[src/rtl/core/apad_pkg.sv]
// Shared types, widths, register codes and reset values for the active
// picture area detector. No dependencies; every other file imports this one.
`default_nettype none

package apad_pkg;

  // Field widths of the pixel, result and configuration beats.
  localparam int COORD_W    = 12;
  localparam int DIM_W      = 13;
  localparam int LUMA_W     = 8;
  localparam int CNT_W      = 8;
  localparam int CFG_IDX_W  = 3;
  localparam int CFG_DATA_W = 13;

  // Defaults for the top-level parameters.
  localparam int MAX_DIM_DEF     = 4096;
  localparam int SAMPLE_STEP_DEF = 4;
  localparam int DARK_STEP_DEF   = 64;

  // Register values after reset.
  localparam logic [DIM_W-1:0]  FRAME_WIDTH_RST  = 13'd1280;
  localparam logic [DIM_W-1:0]  FRAME_HEIGHT_RST = 13'd720;
  localparam logic [LUMA_W-1:0] LUMA_THRESH_RST  = 8'd40;
  localparam logic [DIM_W-1:0]  MIN_WIDTH_RST    = 13'd700;
  localparam logic [DIM_W-1:0]  MIN_HEIGHT_RST   = 13'd420;
  localparam logic [CNT_W-1:0]  ACCUM_FRAMES_RST = 8'd16;

  // Configuration register indexes.
  typedef enum logic [CFG_IDX_W-1:0] {
    CFG_FRAME_WIDTH    = 3'd0,
    CFG_FRAME_HEIGHT   = 3'd1,
    CFG_LUMA_THRESHOLD = 3'd2,
    CFG_MIN_WIDTH      = 3'd3,
    CFG_MIN_HEIGHT     = 3'd4,
    CFG_ACCUM_FRAMES   = 3'd5
  } cfg_idx_t;

  // Per-frame status codes reported on every frame-end beat.
  typedef enum logic [2:0] {
    ST_LOCKED_ALREADY = 3'd0,
    ST_DARK           = 3'd1,
    ST_EDGE_MISSING   = 3'd2,
    ST_ACCUMULATED    = 3'd3,
    ST_LOCKED_NOW     = 3'd4,
    ST_TOO_SMALL      = 3'd5
  } status_t;

  // Configuration as seen by the datapath, with the border bands precomputed.
  typedef struct packed {
    logic [DIM_W-1:0]  w_eff;     // frame width clamped to the maximum
    logic [DIM_W-1:0]  h_eff;     // frame height clamped to the maximum
    logic [LUMA_W-1:0] luma_thr;
    logic [DIM_W-1:0]  min_w;
    logic [DIM_W-1:0]  min_h;
    logic [CNT_W-1:0]  accum;
    logic [DIM_W-1:0]  xb;        // last column of the left band
    logic [DIM_W-1:0]  yb;        // last line of the top band
    logic [DIM_W-1:0]  right_lo;  // first column of the right band
    logic [DIM_W-1:0]  bot_lo;    // first line of the bottom band
  } cfg_t;

  // Bright bounds collected over one frame.
  typedef struct packed {
    logic               light;
    logic               top_found;
    logic [COORD_W-1:0] top_line;
    logic               bot_found;
    logic [COORD_W-1:0] bot_line;
    logic               left_found;
    logic [COORD_W-1:0] left_col;
    logic               right_found;
    logic [COORD_W-1:0] right_col;
  } frame_sum_t;

  // Band depth minus one: size - min when size exceeds min, else zero.
  function automatic logic [DIM_W-1:0] band_fn(input logic [DIM_W-1:0] size,
                                               input logic [DIM_W-1:0] minv);
    return (size > minv) ? (size - minv) : '0;
  endfunction

  // First coordinate of the far band: size - band - 1, floored at zero.
  function automatic logic [DIM_W-1:0] far_lo_fn(input logic [DIM_W-1:0] size,
                                                 input logic [DIM_W-1:0] bnd);
    return (size > bnd) ? (size - bnd - DIM_W'(1)) : '0;
  endfunction

endpackage

`default_nettype wire

[src/rtl/core/apad_cfg.sv]
// Configuration register file of the active picture area detector, with the
// derived frame size and border bands kept in registers. Uses apad_pkg.
`default_nettype none

module apad_cfg import apad_pkg::*; #(
  parameter int MAX_DIM = MAX_DIM_DEF
) (
  input  logic                  clk,
  input  logic                  rst_n,
  input  logic                  cfg_valid,
  output logic                  cfg_ready,
  input  logic [CFG_IDX_W-1:0]  cfg_index,
  input  logic [CFG_DATA_W-1:0] cfg_data,
  output cfg_t                  cfg
);

  localparam logic [DIM_W:0] MAX_DIM_V = (DIM_W+1)'(MAX_DIM);

  logic [DIM_W-1:0]  fw_r, fw_nxt;
  logic [DIM_W-1:0]  fh_r, fh_nxt;
  logic [LUMA_W-1:0] thr_r, thr_nxt;
  logic [DIM_W-1:0]  minw_r, minw_nxt;
  logic [DIM_W-1:0]  minh_r, minh_nxt;
  logic [CNT_W-1:0]  accum_r, accum_nxt;
  cfg_t              cfg_r, cfg_nxt;

  function automatic logic [DIM_W-1:0] eff_dim(input logic [DIM_W-1:0] v);
    return ({1'b0, v} > MAX_DIM_V) ? MAX_DIM_V[DIM_W-1:0] : v;
  endfunction

  // Writes are always taken.
  assign cfg_ready = 1'b1;

  // Register write decode, with synchronous reset folded in.
  always_comb begin
    fw_nxt    = fw_r;
    fh_nxt    = fh_r;
    thr_nxt   = thr_r;
    minw_nxt  = minw_r;
    minh_nxt  = minh_r;
    accum_nxt = accum_r;
    if (cfg_valid) begin
      unique case (cfg_idx_t'(cfg_index))
        CFG_FRAME_WIDTH:    fw_nxt    = cfg_data;
        CFG_FRAME_HEIGHT:   fh_nxt    = cfg_data;
        CFG_LUMA_THRESHOLD: thr_nxt   = cfg_data[LUMA_W-1:0];
        CFG_MIN_WIDTH:      minw_nxt  = cfg_data;
        CFG_MIN_HEIGHT:     minh_nxt  = cfg_data;
        CFG_ACCUM_FRAMES:   accum_nxt = cfg_data[CNT_W-1:0];
        default: ;
      endcase
    end
    if (!rst_n) begin
      fw_nxt    = FRAME_WIDTH_RST;
      fh_nxt    = FRAME_HEIGHT_RST;
      thr_nxt   = LUMA_THRESH_RST;
      minw_nxt  = MIN_WIDTH_RST;
      minh_nxt  = MIN_HEIGHT_RST;
      accum_nxt = ACCUM_FRAMES_RST;
    end
  end

  // Derived values follow the register values of the same edge.
  always_comb begin
    cfg_nxt.w_eff    = eff_dim(fw_nxt);
    cfg_nxt.h_eff    = eff_dim(fh_nxt);
    cfg_nxt.luma_thr = thr_nxt;
    cfg_nxt.min_w    = minw_nxt;
    cfg_nxt.min_h    = minh_nxt;
    cfg_nxt.accum    = accum_nxt;
    cfg_nxt.xb       = band_fn(cfg_nxt.w_eff, minw_nxt);
    cfg_nxt.yb       = band_fn(cfg_nxt.h_eff, minh_nxt);
    cfg_nxt.right_lo = far_lo_fn(cfg_nxt.w_eff, cfg_nxt.xb);
    cfg_nxt.bot_lo   = far_lo_fn(cfg_nxt.h_eff, cfg_nxt.yb);
  end

  always_ff @(posedge clk) begin
    fw_r    <= fw_nxt;
    fh_r    <= fh_nxt;
    thr_r   <= thr_nxt;
    minw_r  <= minw_nxt;
    minh_r  <= minh_nxt;
    accum_r <= accum_nxt;
    cfg_r   <= cfg_nxt;
  end

  assign cfg = cfg_r;

endmodule

`default_nettype wire

[src/rtl/core/apad_track.sv]
// Per-pixel front end: input register with luma and grid-sample decode, then
// the running bright bounds of the current frame. Uses apad_pkg.
`default_nettype none

module apad_track import apad_pkg::*; #(
  parameter int SAMPLE_STEP = SAMPLE_STEP_DEF,
  parameter int DARK_STEP   = DARK_STEP_DEF
) (
  input  logic               clk,
  input  logic               rst_n,
  input  logic               adv,
  input  logic               pix_valid,
  input  logic [LUMA_W-1:0]  pix_blue,
  input  logic [LUMA_W-1:0]  pix_green,
  input  logic [LUMA_W-1:0]  pix_red,
  input  logic [COORD_W-1:0] pix_col,
  input  logic [COORD_W-1:0] pix_row,
  input  logic               pix_frame_end,
  input  cfg_t               cfg,
  output logic               sum_valid,
  output frame_sum_t         sum
);

  // Divisibility by a constant: x is a multiple of d exactly when the low
  // F bits of x * ceil(2^F / d) fall below that multiplier.
  localparam int SF = COORD_W + 1 + $clog2(SAMPLE_STEP);
  localparam int SM = ((1 << SF) + SAMPLE_STEP - 1) / SAMPLE_STEP;
  localparam logic [SF:0] SMV = (SF+1)'(SM);
  localparam int DF = COORD_W + 1 + $clog2(DARK_STEP);
  localparam int DM = ((1 << DF) + DARK_STEP - 1) / DARK_STEP;
  localparam logic [DF:0] DMV = (DF+1)'(DM);

  logic [SF+COORD_W:0] col_sp, row_sp;
  logic [DF+COORD_W:0] col_dp, row_dp;
  logic [LUMA_W-1:0]   bg_max, luma;

  logic               v_r;
  logic [LUMA_W-1:0]  luma_r;
  logic [COORD_W-1:0] col_r, row_r;
  logic               fe_r;
  logic               col_samp_r, row_samp_r, col_dark_r, row_dark_r;

  frame_sum_t cur_r, upd;
  frame_sum_t sum_r;
  logic       sum_valid_r;
  logic       bright;

  // Input side: brightest channel and the sample-grid flags.
  assign bg_max = (pix_green > pix_blue) ? pix_green : pix_blue;
  assign luma   = (pix_red > bg_max) ? pix_red : bg_max;
  assign col_sp = {{(SF+1){1'b0}}, pix_col} * {{COORD_W{1'b0}}, SMV};
  assign row_sp = {{(SF+1){1'b0}}, pix_row} * {{COORD_W{1'b0}}, SMV};
  assign col_dp = {{(DF+1){1'b0}}, pix_col} * {{COORD_W{1'b0}}, DMV};
  assign row_dp = {{(DF+1){1'b0}}, pix_row} * {{COORD_W{1'b0}}, DMV};

  always_ff @(posedge clk) begin
    if (adv && pix_valid) begin
      luma_r     <= luma;
      col_r      <= pix_col;
      row_r      <= pix_row;
      fe_r       <= pix_frame_end;
      col_samp_r <= ({1'b0, col_sp[SF-1:0]} < SMV);
      row_samp_r <= ({1'b0, row_sp[SF-1:0]} < SMV);
      col_dark_r <= ({1'b0, col_dp[DF-1:0]} < DMV);
      row_dark_r <= ({1'b0, row_dp[DF-1:0]} < DMV);
    end
  end

  // Bound update for the registered pixel.
  always_comb begin
    bright = (luma_r > cfg.luma_thr) &&
             ({1'b0, col_r} < cfg.w_eff) && ({1'b0, row_r} < cfg.h_eff);
    upd = cur_r;
    if (bright && col_dark_r && row_dark_r) begin
      upd.light = 1'b1;
    end
    if (bright && col_samp_r && ({1'b0, row_r} <= cfg.yb) &&
        (!cur_r.top_found || row_r < cur_r.top_line)) begin
      upd.top_found = 1'b1;
      upd.top_line  = row_r;
    end
    if (bright && col_samp_r && ({1'b0, row_r} >= cfg.bot_lo) &&
        (!cur_r.bot_found || row_r > cur_r.bot_line)) begin
      upd.bot_found = 1'b1;
      upd.bot_line  = row_r;
    end
    if (bright && row_samp_r && ({1'b0, col_r} <= cfg.xb) &&
        (!cur_r.left_found || col_r < cur_r.left_col)) begin
      upd.left_found = 1'b1;
      upd.left_col   = col_r;
    end
    if (bright && row_samp_r && ({1'b0, col_r} >= cfg.right_lo) &&
        (!cur_r.right_found || col_r > cur_r.right_col)) begin
      upd.right_found = 1'b1;
      upd.right_col   = col_r;
    end
  end

  // Trackers restart after a frame-end pixel; its summary goes downstream.
  always_ff @(posedge clk) begin
    if (!rst_n) begin
      v_r         <= 1'b0;
      sum_valid_r <= 1'b0;
      cur_r       <= '0;
    end else if (adv) begin
      v_r         <= pix_valid;
      sum_valid_r <= v_r && fe_r;
      if (v_r) begin
        cur_r <= fe_r ? '0 : upd;
      end
    end
  end

  always_ff @(posedge clk) begin
    if (adv && v_r && fe_r) begin
      sum_r <= upd;
    end
  end

  assign sum_valid = sum_valid_r;
  assign sum       = sum_r;

endmodule

`default_nettype wire

[src/rtl/core/active_picture_area_detector.sv]
// Top level of the active picture area detector: configuration, pixel
// tracking and the per-frame lock decision. Uses apad_pkg, apad_cfg, apad_track.
`default_nettype none

// Takes one pixel beat per clock while in_stall is low and returns one result
// beat for every pixel that carries frame_end, once that pixel has passed
// the input register, the bound tracker and the decision stage with its
// result register. Pixels without frame_end give no result. The result
// register holds a beat while out_stall is high and pixels keep flowing
// meanwhile; in_stall rises only when a second frame-end summary reaches
// the decision stage while the earlier result has not been taken. The user
// must make configuration writes while no frame is in flight; the block does
// not enforce this. Once a rectangle is locked it stays locked until reset.
module active_picture_area_detector import apad_pkg::*; #(
  parameter int MAX_DIM     = MAX_DIM_DEF,
  parameter int SAMPLE_STEP = SAMPLE_STEP_DEF,
  parameter int DARK_STEP   = DARK_STEP_DEF
) (
  input  logic                  clk,
  input  logic                  rst_n,
  // Pixel beats.
  input  logic                  in_valid,
  output logic                  in_stall,
  input  logic [LUMA_W-1:0]     in_blue,
  input  logic [LUMA_W-1:0]     in_green,
  input  logic [LUMA_W-1:0]     in_red,
  input  logic [COORD_W-1:0]    in_col,
  input  logic [COORD_W-1:0]    in_row,
  input  logic                  in_frame_end,
  // Result beats.
  output logic                  out_valid,
  input  logic                  out_stall,
  output logic [2:0]            out_frame_status,
  output logic                  out_rect_valid,
  output logic [COORD_W-1:0]    out_rect_x,
  output logic [COORD_W-1:0]    out_rect_y,
  output logic [DIM_W-1:0]      out_rect_w,
  output logic [DIM_W-1:0]      out_rect_h,
  output logic [CNT_W-1:0]      out_frames_accumulated,
  // Configuration writes.
  input  logic                  cfg_valid,
  output logic                  cfg_ready,
  input  logic [CFG_IDX_W-1:0]  cfg_index,
  input  logic [CFG_DATA_W-1:0] cfg_data
);

  cfg_t       cfg;
  frame_sum_t sum;
  logic       sum_valid;
  logic       hold, fire;

  logic               locked_r, locked_nxt;
  logic [CNT_W-1:0]   acc_r, acc_nxt, acc_inc;
  logic [COORD_W-1:0] ut_r, ut_nxt, ub_r, ub_nxt, ul_r, ul_nxt, ur_r, ur_nxt;
  logic [COORD_W-1:0] ut_m, ub_m, ul_m, ur_m;
  logic [COORD_W-1:0] lx_r, lx_nxt, ly_r, ly_nxt;
  logic [DIM_W-1:0]   lw_r, lw_nxt, lh_r, lh_nxt;
  logic [DIM_W:0]     aw, ah;
  logic               size_ok;
  status_t            status_nxt;

  logic               out_valid_r;
  status_t            out_status_r;
  logic               out_rv_r;
  logic [COORD_W-1:0] out_x_r, out_y_r;
  logic [DIM_W-1:0]   out_w_r, out_h_r;
  logic [CNT_W-1:0]   out_acc_r;

  apad_cfg #(
    .MAX_DIM (MAX_DIM)
  ) u_cfg (
    .clk       (clk),
    .rst_n     (rst_n),
    .cfg_valid (cfg_valid),
    .cfg_ready (cfg_ready),
    .cfg_index (cfg_index),
    .cfg_data  (cfg_data),
    .cfg       (cfg)
  );

  apad_track #(
    .SAMPLE_STEP (SAMPLE_STEP),
    .DARK_STEP   (DARK_STEP)
  ) u_track (
    .clk           (clk),
    .rst_n         (rst_n),
    .adv           (!hold),
    .pix_valid     (in_valid),
    .pix_blue      (in_blue),
    .pix_green     (in_green),
    .pix_red       (in_red),
    .pix_col       (in_col),
    .pix_row       (in_row),
    .pix_frame_end (in_frame_end),
    .cfg           (cfg),
    .sum_valid     (sum_valid),
    .sum           (sum)
  );

  // The whole pipe freezes only when a summary waits on a held result.
  assign hold     = sum_valid && out_valid_r && out_stall;
  assign fire     = sum_valid && !hold;
  assign in_stall = hold;

  // Union of this frame's bounds with the running one, and its size.
  always_comb begin
    ut_m = (acc_r == '0 || sum.top_line < ut_r)  ? sum.top_line  : ut_r;
    ub_m = (acc_r == '0 || sum.bot_line > ub_r)  ? sum.bot_line  : ub_r;
    ul_m = (acc_r == '0 || sum.left_col < ul_r)  ? sum.left_col  : ul_r;
    ur_m = (acc_r == '0 || sum.right_col > ur_r) ? sum.right_col : ur_r;
    aw   = {2'b00, ur_m} - {2'b00, ul_m} + (DIM_W+1)'(1);
    ah   = {2'b00, ub_m} - {2'b00, ut_m} + (DIM_W+1)'(1);
    // A negative span has the top bit set and never passes.
    size_ok = !aw[DIM_W] && !ah[DIM_W] && (aw != '0) && (ah != '0) &&
              (aw >= {1'b0, cfg.min_w}) && (ah >= {1'b0, cfg.min_h});
  end

  // Frame decision.
  always_comb begin
    acc_inc    = acc_r + CNT_W'(1);
    status_nxt = ST_LOCKED_ALREADY;
    locked_nxt = locked_r;
    acc_nxt    = acc_r;
    ut_nxt     = ut_r;
    ub_nxt     = ub_r;
    ul_nxt     = ul_r;
    ur_nxt     = ur_r;
    lx_nxt     = lx_r;
    ly_nxt     = ly_r;
    lw_nxt     = lw_r;
    lh_nxt     = lh_r;
    priority if (locked_r) begin
      status_nxt = ST_LOCKED_ALREADY;
    end else if (!sum.light) begin
      status_nxt = ST_DARK;
    end else if (!(sum.top_found && sum.bot_found && sum.left_found &&
                   sum.right_found)) begin
      status_nxt = ST_EDGE_MISSING;
    end else begin
      ut_nxt  = ut_m;
      ub_nxt  = ub_m;
      ul_nxt  = ul_m;
      ur_nxt  = ur_m;
      acc_nxt = acc_inc;
      priority if (acc_inc < cfg.accum) begin
        status_nxt = ST_ACCUMULATED;
      end else if (size_ok) begin
        status_nxt = ST_LOCKED_NOW;
        locked_nxt = 1'b1;
        lx_nxt     = ul_m;
        ly_nxt     = ut_m;
        lw_nxt     = aw[DIM_W-1:0];
        lh_nxt     = ah[DIM_W-1:0];
      end else begin
        status_nxt = ST_TOO_SMALL;
        acc_nxt    = '0;
      end
    end
  end

  // Decision state and result valid.
  always_ff @(posedge clk) begin
    if (!rst_n) begin
      locked_r    <= 1'b0;
      acc_r       <= '0;
      out_valid_r <= 1'b0;
    end else if (fire) begin
      locked_r    <= locked_nxt;
      acc_r       <= acc_nxt;
      out_valid_r <= 1'b1;
    end else if (!out_stall) begin
      out_valid_r <= 1'b0;
    end
  end

  // Union, locked rectangle and result payload.
  always_ff @(posedge clk) begin
    if (fire) begin
      ut_r         <= ut_nxt;
      ub_r         <= ub_nxt;
      ul_r         <= ul_nxt;
      ur_r         <= ur_nxt;
      lx_r         <= lx_nxt;
      ly_r         <= ly_nxt;
      lw_r         <= lw_nxt;
      lh_r         <= lh_nxt;
      out_status_r <= status_nxt;
      out_rv_r     <= locked_nxt;
      out_x_r      <= locked_nxt ? lx_nxt : '0;
      out_y_r      <= locked_nxt ? ly_nxt : '0;
      out_w_r      <= locked_nxt ? lw_nxt : cfg.w_eff;
      out_h_r      <= locked_nxt ? lh_nxt : cfg.h_eff;
      out_acc_r    <= acc_nxt;
    end
  end

  assign out_valid              = out_valid_r;
  assign out_frame_status       = out_status_r;
  assign out_rect_valid         = out_rv_r;
  assign out_rect_x             = out_x_r;
  assign out_rect_y             = out_y_r;
  assign out_rect_w             = out_w_r;
  assign out_rect_h             = out_h_r;
  assign out_frames_accumulated = out_acc_r;

endmodule

`default_nettype wire

[config.mk]
export PLATFORM = sky130hd
export DESIGN_NAME = active_picture_area_detector
export DESIGN_NICKNAME = d
export VERILOG_FILES = /design/src/rtl/core/apad_pkg.sv /design/src/rtl/core/apad_cfg.sv /design/src/rtl/core/apad_track.sv /design/src/rtl/core/active_picture_area_detector.sv
export SDC_FILE = /design/constraint.sdc
export NUM_CORES = 1
export LEC_CHECK = 0
export ABC_AREA = 1
export BUFFER_PORTS_ARGS = -buffer_cell sky130_fd_sc_hd__buf_2
export CORE_ASPECT_RATIO = 1.1
export CORE_MARGIN = 3
export CORE_UTILIZATION = 54
export DETAILED_ROUTE_END_ITERATION = 16
export HOLD_SLACK_MARGIN = 0.08
export PLACE_DENSITY = 0.82
export SLEW_MARGIN = 20
export SYNTH_ARGS = -nofsm -noshare
export SYNTH_HDL_FRONTEND = slang
export SYNTH_SLANG_ARGS = --single-unit
[constraint.sdc]
create_clock -name clk -period 11.2 [get_ports clk]
set_clock_uncertainty 0.2 [all_clocks]
set_input_delay 1.12 -clock clk [delete_from_list [all_inputs] [get_ports clk]]
set_output_delay 1.12 -clock clk [all_outputs]
set_load 0.01 [all_outputs]
==> results.yml, run 1 <==
run_status:
  status: "finished, final reports clean"
route:
  drt-initial-drc-count: 2110
  drcViolationCount: 0
  totalWireLength_um: 71100
  via_per_inst: 5.47
  wl_per_cell_um: 16.6
  via_count: 23500
  postRouteAntennaNets: 0
  dr.pass1.iters: 6
timing:
  slew_violations: 0
  slew_headroom_pct: 29.9
  rsz0062_at_grt: "false"
  post-route-period-util_pct: 66.7
  period_minus_slack_ps: 7480
  hold_slack_ps: 265
  hold_viol_final: 0
  setup_viol: 0
  max_freq_mhz: 134
  tns_ps: 0
  tightest_slew_ps: 1040
clock_network:
  ctsResizeCount: 0
  cts_setup_buffers: 0
  htreeDepth: 2
  cts.sinks: 461
  cts_buffers: 48
  cts_tree: "done"
  clock_latency_ps: 600
  path_clk_slew_ps: 60
  hold_buffers: 0
  clock_path_buffers: 3
  cts-root-buf: "clkbuf_16"
global_route:
  grt_max_degree: 73
  grt_usage_pct: 25.4
  antenna_found_initial: 3
  first_global_vias: 22000
  grt_first_pass_wirelength_um: 112000
  gr-total-overflow: 0
synthesis:
  ys_top_cells_by_area: "edfxtp_1 27%, dfxtp_1 15%, ha_1 13%"
  synthDistinctLibCells: 64
  yosysMostFrequentCell: "nand2_1"
  async_flop_share_pct: 0
  ys_seq_elements: 461
  yosysTopAreaCellShare_pct: 26.9
  netlist_area_um2: 27900
  synth_warnings: 0
  synth-main-ff-cell: "edfxtp_1"
  syn_area_per_cell_um2: 8.04
  synth_seq_area_share_pct: 42.0
  synthCells: 3472
  synth_top_cell_by_area: "edfxtp_1"
  synth_edf_count: 250
  synth.cells.most_frequent: "767 x nand2_1, 594 x inv_1, 297 x ha_1"
  synth_nets: 3845
critical_path:
  cp_max_fo: 72
  crit_arrival_ps: 7590
  critPathLaunchType: "flip-flop"
  worstSetupEndpointType: "flip-flop"
  required_ps: 11310
  crit_path_frequent_cell: "nand2_1"
  slowest_stage: "o21ai_0"
  worstSetupPathType: "flip-flop to flip-flop"
  slowest_delay_ps: 850
power_and_ir_drop:
  clkPwrFrac_pct: 33.7
  power.density_nw_per_um2: 148
  p_comb_share_pct: 23.7
  power.leakage_nw: 14.5
  switchingPower_mw: 1.44
  p_total_mw: 4.54
  sw_frac_of_total_pct: 31.7
  p_int_mw: 3.10
  power_frac_seq_pct: 42.6
  ir_worst_vdd_mv: 0.0927
finish:
  drive_gt1_share_pct: 9.07
  area_growth_pct: 9.58
  ff_latch_area_um2: 11700
  finalNetCount: 3960
  multi_input_area_um2: 13500
  diodes: 0
  fillCellCount: 4344
  fin_cells: 4287
  final_util_pct: 60.5
placement:
  routabilityCongestion: 0.926
  dp.cells: 4197
  hpwl_um: 52200
  portBuffers: 133
floorplan:
  core-area_um2: 50600
  start_util_pct: 55.2
  ios: 135
  die_area_um2: 54500
  rows: 86
  die_w_um: 223
  die_h_um: 245
hold_path:
  worst_hold_path_type: "flip-flop to flip-flop"
flow_run:
  cap_violations: 0
-- placed cells by master, fill, tap and decap left out, types with 6 or more instances in the layout --
master     instances
a21o_1             9
nor3_1            43
dfxtp_1          211
nand4_1           41
clkinv_2           7
xnor2_1           13
o21bai_1          10
a21oi_1          247
buf_4             17
fa_1               6
buf_2            133
o21ai_1            7
o21ai_0          182
clkbuf_1          19
o211ai_1          11
clkinv_1           7
xor2_1            22
nand3_2           15
nand2_2           15
clkbuf_16         49
nor4_1             7
inv_2             13
inv_1            592
nand3b_1          18
a31oi_1            6
nor2_2            11
clkbuf_8           6
nor2_1           228
edfxtp_1         250
ha_1             297
o21a_1            10
and2_1            39
or2_2             14
nor2_4             8
o21ai_2           20
nand2_1          766
nand3_1          224
-- flip-flops by register name (all words and copies together), names as in the netlist, 13 cells and up --
name	count
lh_r	13
lw_r	13
out_rect_h	13
out_rect_w	13
u_cfg.cfg	78
u_cfg.fh_r	13
u_cfg.fw_r	13
u_cfg.minh_r	13
u_cfg.minw_r	13
u_track.cur_r	53
u_track.sum	53
-- logic make-up (layout without fill, tap and decap cells) --
| kind of cell | after synthesis | count (layout) | share of synthesized area [%] |
|---|---|---|---|
| compound gates | 535 | 535 | 10.7 |
| xor+xnor | 36 | 36 | 1.16 |
| fa+ha+maj | 303 | 303 | 13.7 |
| buf+inv | 696 | 851 | 9.87 |
| flops | 461 | 461 | 42.0 |
| other cells | 1 | 1 | 0.0134 |
| simple gates | 1440 | 1440 | 22.6 |
-- final cells by class --
cell class / instances / share of cell area [%]
clock buffer: 74 / 4.51
inverter: 611 / 7.50
clock inverter: 16 / 0.315
sequential: 461 / 38.3
timing repair buffer: 150 / 2.59
tap: 660 / 2.70
multi-input combinational: 2315 / 44.1
-- critical path, delay by kind of cell (launching register included) --
kind,cells,cell delay [ps]
adder cells (fa/ha/maj),4,1300
buffers and inverters,3,520
XOR/XNOR,2,380
flip-flops,1,420
AND/OR/NAND/NOR,22,2780
AO/OA/AOI/OAI,6,1560
-- final timing paths --
| path | slack (ps) | to | startpoint | depth (start not counted) |
|---|---|---|---|---|
| worst max register to register | 3720 | out_rect_w[5]$_DFFE_PP_ | u_track.sum[18]$_DFFE_PP_ | 37 |
| worst max-delay path | 3720 | out_rect_w[5]$_DFFE_PP_ | u_track.sum[18]$_DFFE_PP_ | 37 |
| worst min register to register | 260 | u_track.cur_r[15]$_SDFFE_PN0P_ | u_track.cur_r[15]$_SDFFE_PN0P_ | 2 |
| worst min-delay path | 260 | u_track.cur_r[15]$_SDFFE_PN0P_ | u_track.cur_r[15]$_SDFFE_PN0P_ | 2 |
-- metrics by stage --
| step | worst slack (ps) | cell area [µm²] |
|---|---|---|
| 2_1_floorplan | 5130 | 27900 |
| 3_3_place_gp | 3660 | 29100 |
| 3_5_place_dp | 3480 | 29100 |
| 4_1_cts | 3740 | 30600 |
| 5_1_grt | 3130 | 30600 |
| 6_report | 3720 | 30600 |
-- per-layer routing --
metal	wire length (µm)	global-route usage, %	up-vias
met5	21	0	-
met4	3120	11.0	4
met3	5330	3.75	177
met2	32500	41.6	867
met1	30100	33.5	10800
li1	-	-	11600
-- power groups by stage --
stage | registers [mW] | clock network [mW] | logic [mW]
final | 1.93 | 1.53 | 1.07
after CTS | 1.93 | 1.55 | 1.06
after global routing | 1.94 | 1.61 | 1.22
after detailed placement | 1.97 | 0 | 1.05
after floorplan | 1.95 | 0 | 0.799
after global placement | 1.97 | 0 | 1.02
(Power assumes the default switching activity.)
==> run 2: changes to the inputs <==
==> constraint.sdc (replaced) <==
create_clock -name clk -period 6.9 [get_ports clk]
set_clock_uncertainty 0.2 [all_clocks]
set_input_delay 0.69 -clock clk [delete_from_list [all_inputs] [get_ports clk]]
set_output_delay 0.69 -clock clk [all_outputs]
set_load 0.01 [all_outputs]
==> results.yml, run 2 (same netlist as run 1, synthesis figures left out) <==
placement:
  hpwl_um: 53000
  routabilityCongestion: 0.937
  portBuffers: 133
  placed_cell_area_um2: 29400
  preCtsSetupSlack_ps: 431
critical_path:
  crit_end: "out_rect_h[2]$_DFFE_PP_"
  slowest_delay_ps: 520
  crit_path_frequent_cell: "nand2_1"
  critPathLaunch: "u_track.sum[20]$_DFFE_PP_"
  worstSetupEndpointType: "flip-flop"
  critPathLaunchType: "flip-flop"
  cp_max_fo: 16
  slowest_stage: "fa_1"
  reg2reg_from: "u_track.sum[20]$_DFFE_PP_"
  crit_arrival_ps: 6450
  required_ps: 7040
  regToRegEndpoint: "out_rect_h[2]$_DFFE_PP_"
  worstSetupPathType: "flip-flop to flip-flop"
  rr_worst_depth: 36
  reg2reg_slack_ps: 590
flow_run:
  cap_violations: 0
global_route:
  first_global_vias: 22900
  grt_usage_pct: 25.9
  grt_max_degree: 73
  antenna_found_initial: 1
  grt_first_pass_wirelength_um: 115000
  gr-total-overflow: 0
floorplan:
  ios: 135
  core-area_um2: 50600
  die_h_um: 245
  rows: 86
  start_util_pct: 55.2
  die_w_um: 223
  die_area_um2: 54500
route:
  via_per_inst: 5.50
  wl_per_cell_um: 16.7
  totalWireLength_um: 72600
  dr.pass1.iters: 6
  postRouteAntennaNets: 0
  drt-initial-drc-count: 2152
  drcViolationCount: 0
  via_count: 23900
finish:
  drive_gt1_share_pct: 10.2
  design_area_um2: 31300
  largest_reg_flops: 78
  final_cell_mix: "766 x nand2_1, 592 x inv_1, 297 x ha_1"
  area_growth_pct: 12.1
  final_common_cell: "nand2_1"
  finalNetCount: 4023
  diodes: 0
  final_util_pct: 61.9
timing:
  hold_viol_final: 0
  tns_ps: 0
  post-route-period-util_pct: 91.4
  setup_slack_ps: 591
  rsz0062_at_grt: "false"
  slew_headroom_pct: 28.0
  period_minus_slack_ps: 6310
  tightest_slew_ps: 1080
  slew_violations: 0
  max_freq_mhz: 159
  setup_viol: 0
clock_network:
  clock_path_buffers: 3
  cts_buffers: 48
  cts_tree: "done"
  htreeDepth: 2
  cts-root-buf: "clkbuf_16"
  cts.sinks: 461
  clock_latency_ps: 600
  path_clk_slew_ps: 60
power_and_ir_drop:
  power.leakage_nw: 14.9
  power.density_nw_per_um2: 244
  p_total_mw: 7.64
  ir_worst_vdd_mv: 0.161
run_status:
  status: "finished, final reports clean"
hold_path:
  worst_hold_path_type: "primary input to flip-flop"
  min_path_cells: 1
## run 2: what timing repair did
action / 4_1_cts / 5_1_grt
endpoints found under the setup margin: 0 / 100
hold endpoints to repair: 23 / 0
hold buffers: 23 / 0
buffers inserted: 0 / 0
gates resized for setup: 0 / 8
## run 2: layer usage
| metal | global-route usage, % | wire length, µm | part of all wire [%] |
|---|---|---|---|
| met4 | 14.0 | 4190 | 5.8 |
| met2 | 42.9 | 33000 | 45 |
| met5 | 0 | 13 | 0.018 |
| met1 | 32.4 | 29700 | 41 |
| met3 | 4.42 | 5670 | 7.8 |
## run 2: area by class of cell
type                    instances  area [µm²]
clock buffers                  69        1390
clock inverters                20         249
fillers                      4212       19300
inverters                     611        2300
multi-input cells            2316       13500
flip-flops and latches        461       11700
well taps                     660         826
repair buffers                212        1320
## run 2: worst min path at each step
stage / from / endpoint / slack [ps]
after CTS: in_row[0] / u_track.row_r[0]$_DFFE_PP_ / 80
final: in_row[0] / u_track.row_r[0]$_DFFE_PP_ / 110
after floorplan: u_track.cur_r[52]$_SDFFE_PN0P_ / u_track.cur_r[52]$_SDFFE_PN0P_ / 230
after detailed placement: u_track.cur_r[52]$_SDFFE_PN0P_ / u_track.cur_r[52]$_SDFFE_PN0P_ / 250
after global routing: in_col[0] / u_track.col_r[0]$_DFFE_PP_ / 90
after global placement: u_track.cur_r[52]$_SDFFE_PN0P_ / u_track.cur_r[52]$_SDFFE_PN0P_ / 250
## run 2: worst max-delay path, delay by kind of cell, from the launching register on
family,cells,cell delay (ps)
AOI/OAI and AO/OA,5,1020
xor gates and xnor gates,1,190
adders and majority gates,4,1390
buffers and inverters,5,800
DFF,1,410
and+or+nand+nor,21,2040
## run 2: through the flow
stage          hold WS (ps)  std cells
5_1_grt                92.4       4349
2_1_floorplan           228       3472
6_report                109       4349
3_5_place_dp            254       4236
3_3_place_gp            245       4236
4_1_cts                84.1       4348
## run 2: where the power goes
group          total, mW  internal (mW)  switching, mW
sequential          3.14           3.05         0.0824
combinational       1.78          0.631           1.15
clock               2.72           1.59           1.13
total               7.64           5.28           2.36
